<file path="config.mk">
export PLATFORM = sky130hd
export DESIGN_NAME = r16ie_ram
export DESIGN_NICKNAME = d
export VERILOG_FILES = /design/src/rtl/r16ie_ram.sv
export SDC_FILE = /design/constraint.sdc
export NUM_CORES = 1
export LEC_CHECK = 0
export ABC_CLOCK_PERIOD_IN_PS = 5000
export BUFFER_PORTS_ARGS = -buffer_cell sky130_fd_sc_hd__buf_2
export CORE_MARGIN = 3
export CORE_UTILIZATION = 50
export DETAILED_ROUTE_END_ITERATION = 8
export HOLD_SLACK_MARGIN = 0.03
export PLACE_DENSITY = 0.71
export SETUP_SLACK_MARGIN = 0.3
export SKIP_LAST_GASP = 1
export SLEW_MARGIN = 20
export SYNTH_ARGS = -nofsm -noshare
export SYNTH_HDL_FRONTEND = slang
export SYNTH_SLANG_ARGS = --single-unit
</file>
<file path="constraint.sdc">
create_clock -name clk -period 5 [get_ports clk]
set_clock_uncertainty 0.05 [all_clocks]
set_input_delay 0.25 -clock clk [delete_from_list [all_inputs] [get_ports clk]]
set_output_delay 0.25 -clock clk [all_outputs]
set_load 0.02 [all_outputs]
</file>
<file path="src/rtl/r16ie_ram.sv">
`default_nettype none

module r16ie_ram #(
    parameter int WIDTH = 16,
    parameter int DEPTH = 16
) (
    input  wire logic                     clk,
    input  wire logic                     wr_en,
    input  wire logic [$clog2(DEPTH)-1:0] wr_addr,
    input  wire logic [WIDTH-1:0]         wr_data,
    input  wire logic                     rd_en,
    input  wire logic [$clog2(DEPTH)-1:0] rd_addr,
    output logic      [WIDTH-1:0]         rd_data
);

    logic [WIDTH-1:0] store [DEPTH];

    always_ff @(posedge clk) begin
        if (wr_en) begin
            store[wr_addr] <= wr_data;
        end
        if (rd_en) begin
            rd_data <= store[rd_addr];
        end
    end

endmodule

`default_nettype wire

</file>
======== Word level (Yosys, flattened, before mapping) ========
Memories as Yosys holds them, arrays and structs flattened. A register that Yosys moved wholly into a read port is not among the register bits.
Index checks and enable logic that the tools add are counted.
cells by class
  add/subtract/negate cells ............... 0
  multipliers ............................. 0
  div/mod/pow operators ................... 0
  $lt $le $gt $ge ......................... 0
  equality and inequality tests ........... 0
  shifts and indexed selects .............. 0
  muxes and demuxes ....................... 2
  bitwise logic cells ..................... 0
  reduce and logical (&&, ||, !) cells .... 0
operator list
  operator  count
  $mux 1    2
word-level totals
  register bits after elaboration ......... 0
  latch bits .............................. 0
  memory bits (writable) .................. 256
  bits in read-only memories .............. 0
  input port bits ......................... 27
  output and inout bits ................... 16
  logic and storage cells ................. 3
  memories kept ........................... 1
memory list
  name   depth  width  read ports  clocked after Yosys merged registers in  wr ports  line  text
  store  16     16     1           1                                        1         16    logic [WIDTH-1:0] store [DEPTH];

======== Longest topological paths before layout ========
  word-level depth ........................ 2
  mapped depth ............................ 5
  mapped depth without buffers ............ 3

======== Worst setup path before layout ========
OpenSTA, ideal clock, no wires.
  path kind ............................... input -> register
  from .................................... in wr_addr[2]
  to ...................................... mem store[0][0] (enable)
  library setup time ...................... 409 ps
  data arrival time ....................... 1896 ps
  data required time ...................... 4541 ps
  setup slack ............................. 2645 ps
  stages .................................. 2
  buffers on the path ..................... 0
  cell sequence ........................... or3b_2 nor3_1
RTL lines
  what             line  text
  start, declared  9     input wire logic [$clog2(DEPTH)-1:0] wr_addr,
  end, declared    16
Straight into the memory's write port.

==> qor.yml <==
global_route:
  antenna_found_initial: 0
  grt_pass1_vias: 4911
  grt.total_usage_pct: 18.7
  grt_pass1_wl_um: 30500
  grt_max_degree: 45
  grt_overflow: 0
power_and_ir_drop:
  power_frac_seq_pct: 54.6
  max-vdd-ir-drop_mv: 0.296
  p_sw_share_pct: 19.7
  p_leak_nw: 3.77
  switching_power_w: 0.000931
  clkPwrFrac_pct: 40.5
  power.total_w: 0.00473
  p_comb_share_pct: 4.8
  p_int_w: 0.00380
  power.density_mw_per_mm2: 405
layout:
  finalNonFillerCells: 785
  syn_to_final_growth_pct: 14.3
  fin_nets: 530
  num_antenna_cells: 0
  drive_gt1_share_pct: 32.1
logic_synthesis:
  synth-edff-count: 272
  synth.avg_cell_area_um2: 23.6
  yosysTopAreaCell: "edfxtp_1"
  synth_nets: 459
  synth_most_common_cell: "edfxtp_1"
  synth_top_cell_area_share_pct: 80.0
  synth_cells: 432
  ys_seq_elements: 272
  netlist_area_mm2: 0.0102
  synth.distinct_cells: 18
  yosys_warnings: 0
  ys.flop_type: "edfxtp_1"
  yosysSeqAreaShare_pct: 80.0
  synthArstFlopShare_pct: 0
  yosys-top-cells-area: "edfxtp_1, mux4_2, mux4_1"
  synth_common_cells: "edfxtp_1, mux4_2, a22oi_1"
routing:
  drt-total-wl_um: 20200
  dr.first_iter.drc_count: 514
  drc: 0
  dr_total_vias: 4722
  viasPerCell: 6.02
  dr.pass1.iters: 5
  antenna_left: 0
  post_drt_wl_per_cell_um: 25.7
clocking:
  cts_tree: "built"
  root_buffer: "clkbuf_16"
  h-tree-depth: 1
  cts_made_buffers: 27
  clk_path_buf_depth: 3
  clk_latency_ns: 0.53
  cts_sinks: 272
  cts.clk_slew.worst_paths_ns: 0.06
  post_cts_buffers: 0
  post_cts_resized: 0
  ctsHoldBuffers: 0
worst_setup_path:
  rrSetupSlack_ns: 3.47
  path_class: "in -> reg"
  required_ns: 5.22
  cp_max_fo: 44
  reg2reg_to: "rd_data[4]"
  worstPathArrival_ns: 2.36
  startpoint_type: "primary input"
  cp-end-kind: "flip-flop"
  crit-reg2reg-launch: "store[9][4]"
  ff2ff_path_depth: 3
hold_path:
  whs_path_depth: 1
  holdPathEnd: "store[12][13]"
  hold_class: "in -> reg"
  hp-start: "wr_data[13]"
floorplanning:
  die_h_um: 149
  core_area_mm2: 0.0198
  die-area_mm2: 0.0222
  rows: 51
  start_util_pct: 51.6
  die_w_um: 149
  io_pins: 43
sta:
  hold_viol: 0
  setup_tns_ns: 0
  clock.fmax_ghz: 0.467
  worst_pin_slew_ns: 1.08
  setup_violations: 0
  finalCriticalPeriod_ns: 2.14
  relSlewSlack_pct: 28.2
  rsz0062_at_grt: "false"
  period_share_pct: 42.9
  slew_violations: 0
placement:
  io_buffers: 42
  hpwl_um: 11000
  dpl.cell_count: 739
  place.gp.congestion: 0.725
flow_run:
  cap_violations: 0
run_status:
  outcome: "finished clean"
## worst max-delay path, stage by stage
cell     delay, ns
buf_4         0.65
buf_4         0.51
mux4_1        0.63
a22oi_1       0.21
nand2_1       0.07
## cells by family after synthesis
logic type             after synthesis  synth area share [%]
AOI/OAI and AO/OA                   32                  2.35
and+or+nand+nor                     43                  1.89
DFF                                272                  80.0
muxes                               64                  14.5
buffers and inverters               21                  1.21
## layout by cell type (no fill, tap or decap), drive strengths merged
| master | instances |
|---|---|
| inv | 1 |
| edfxtp | 272 |
| nand3 | 1 |
| and2 | 1 |
| nand2 | 17 |
| nor3 | 4 |
| a22oi | 32 |
| nor2b | 2 |
| clkbuf | 33 |
| nand3b | 2 |
| or3b | 1 |
| clkinvlp | 1 |
| nand2b | 2 |
| nor2 | 13 |
| buf | 63 |
| clkinv | 8 |
| mux4 | 64 |
| bufinv | 3 |
## worst max path at each step
| stage | slack, ns | to | start |
|---|---|---|---|
| 3_3_place_gp | 2.29 | rd_data[7] | rd_addr[0] |
| 2_1_floorplan | 2.64 | store[0][0] | wr_addr[2] |
| 5_1_grt | 2.63 | rd_data[7] | rd_addr[0] |
| 4_1_cts | 2.81 | rd_data[7] | rd_addr[0] |
| 6_report | 2.86 | rd_data[7] | rd_addr[0] |
| 3_5_place_dp | 2.26 | rd_data[7] | rd_addr[0] |
## metrics by stage
stage                     cell area, um^2  utilization [%]  setup slack, ns  hold WS (ns)
final                               11700             59.0             2.86        0.0421
after global routing                11700             59.0             2.63        0.0424
after CTS                           11700             59.0             2.81        0.0300
after detailed placement            10800             54.8             2.26         0.582
after global placement              10800             54.8             2.29         0.560
after floorplan                     10200                -             2.64         0.299
## sequential cells by signal (all words and copies together) (netlist names)
register / count
store: 256
rd_data: 16
## power groups by stage
stage	clock network, W	logic (W)	registers [W]
3_3_place_gp	0	0.000225	0.00263
4_1_cts	0.00195	0.000232	0.00258
2_1_floorplan	0	0.000125	0.00264
5_1_grt	0.00205	0.000248	0.00259
3_5_place_dp	0	0.000231	0.00263
6_report	0.00192	0.000229	0.00258
## metal layers
layer	routed length, um	up-vias	global-route usage [%]
met1	8650	2481	29.0
met4	375	0	4.12
met3	1510	31	3.46
met2	9650	217	28.5
met5	0	-	0
li1	-	1993	-
## cell type report
type / instances / area, um^2
multi-input cells: 139 / 1960
clock buffers: 33 / 698
clock inverters: 13 / 138
flip-flops and latches: 272 / 8170
well taps: 265 / 332
repair buffers: 63 / 370
fillers: 1420 / 8110
Power figures use the tool's default switching activity.
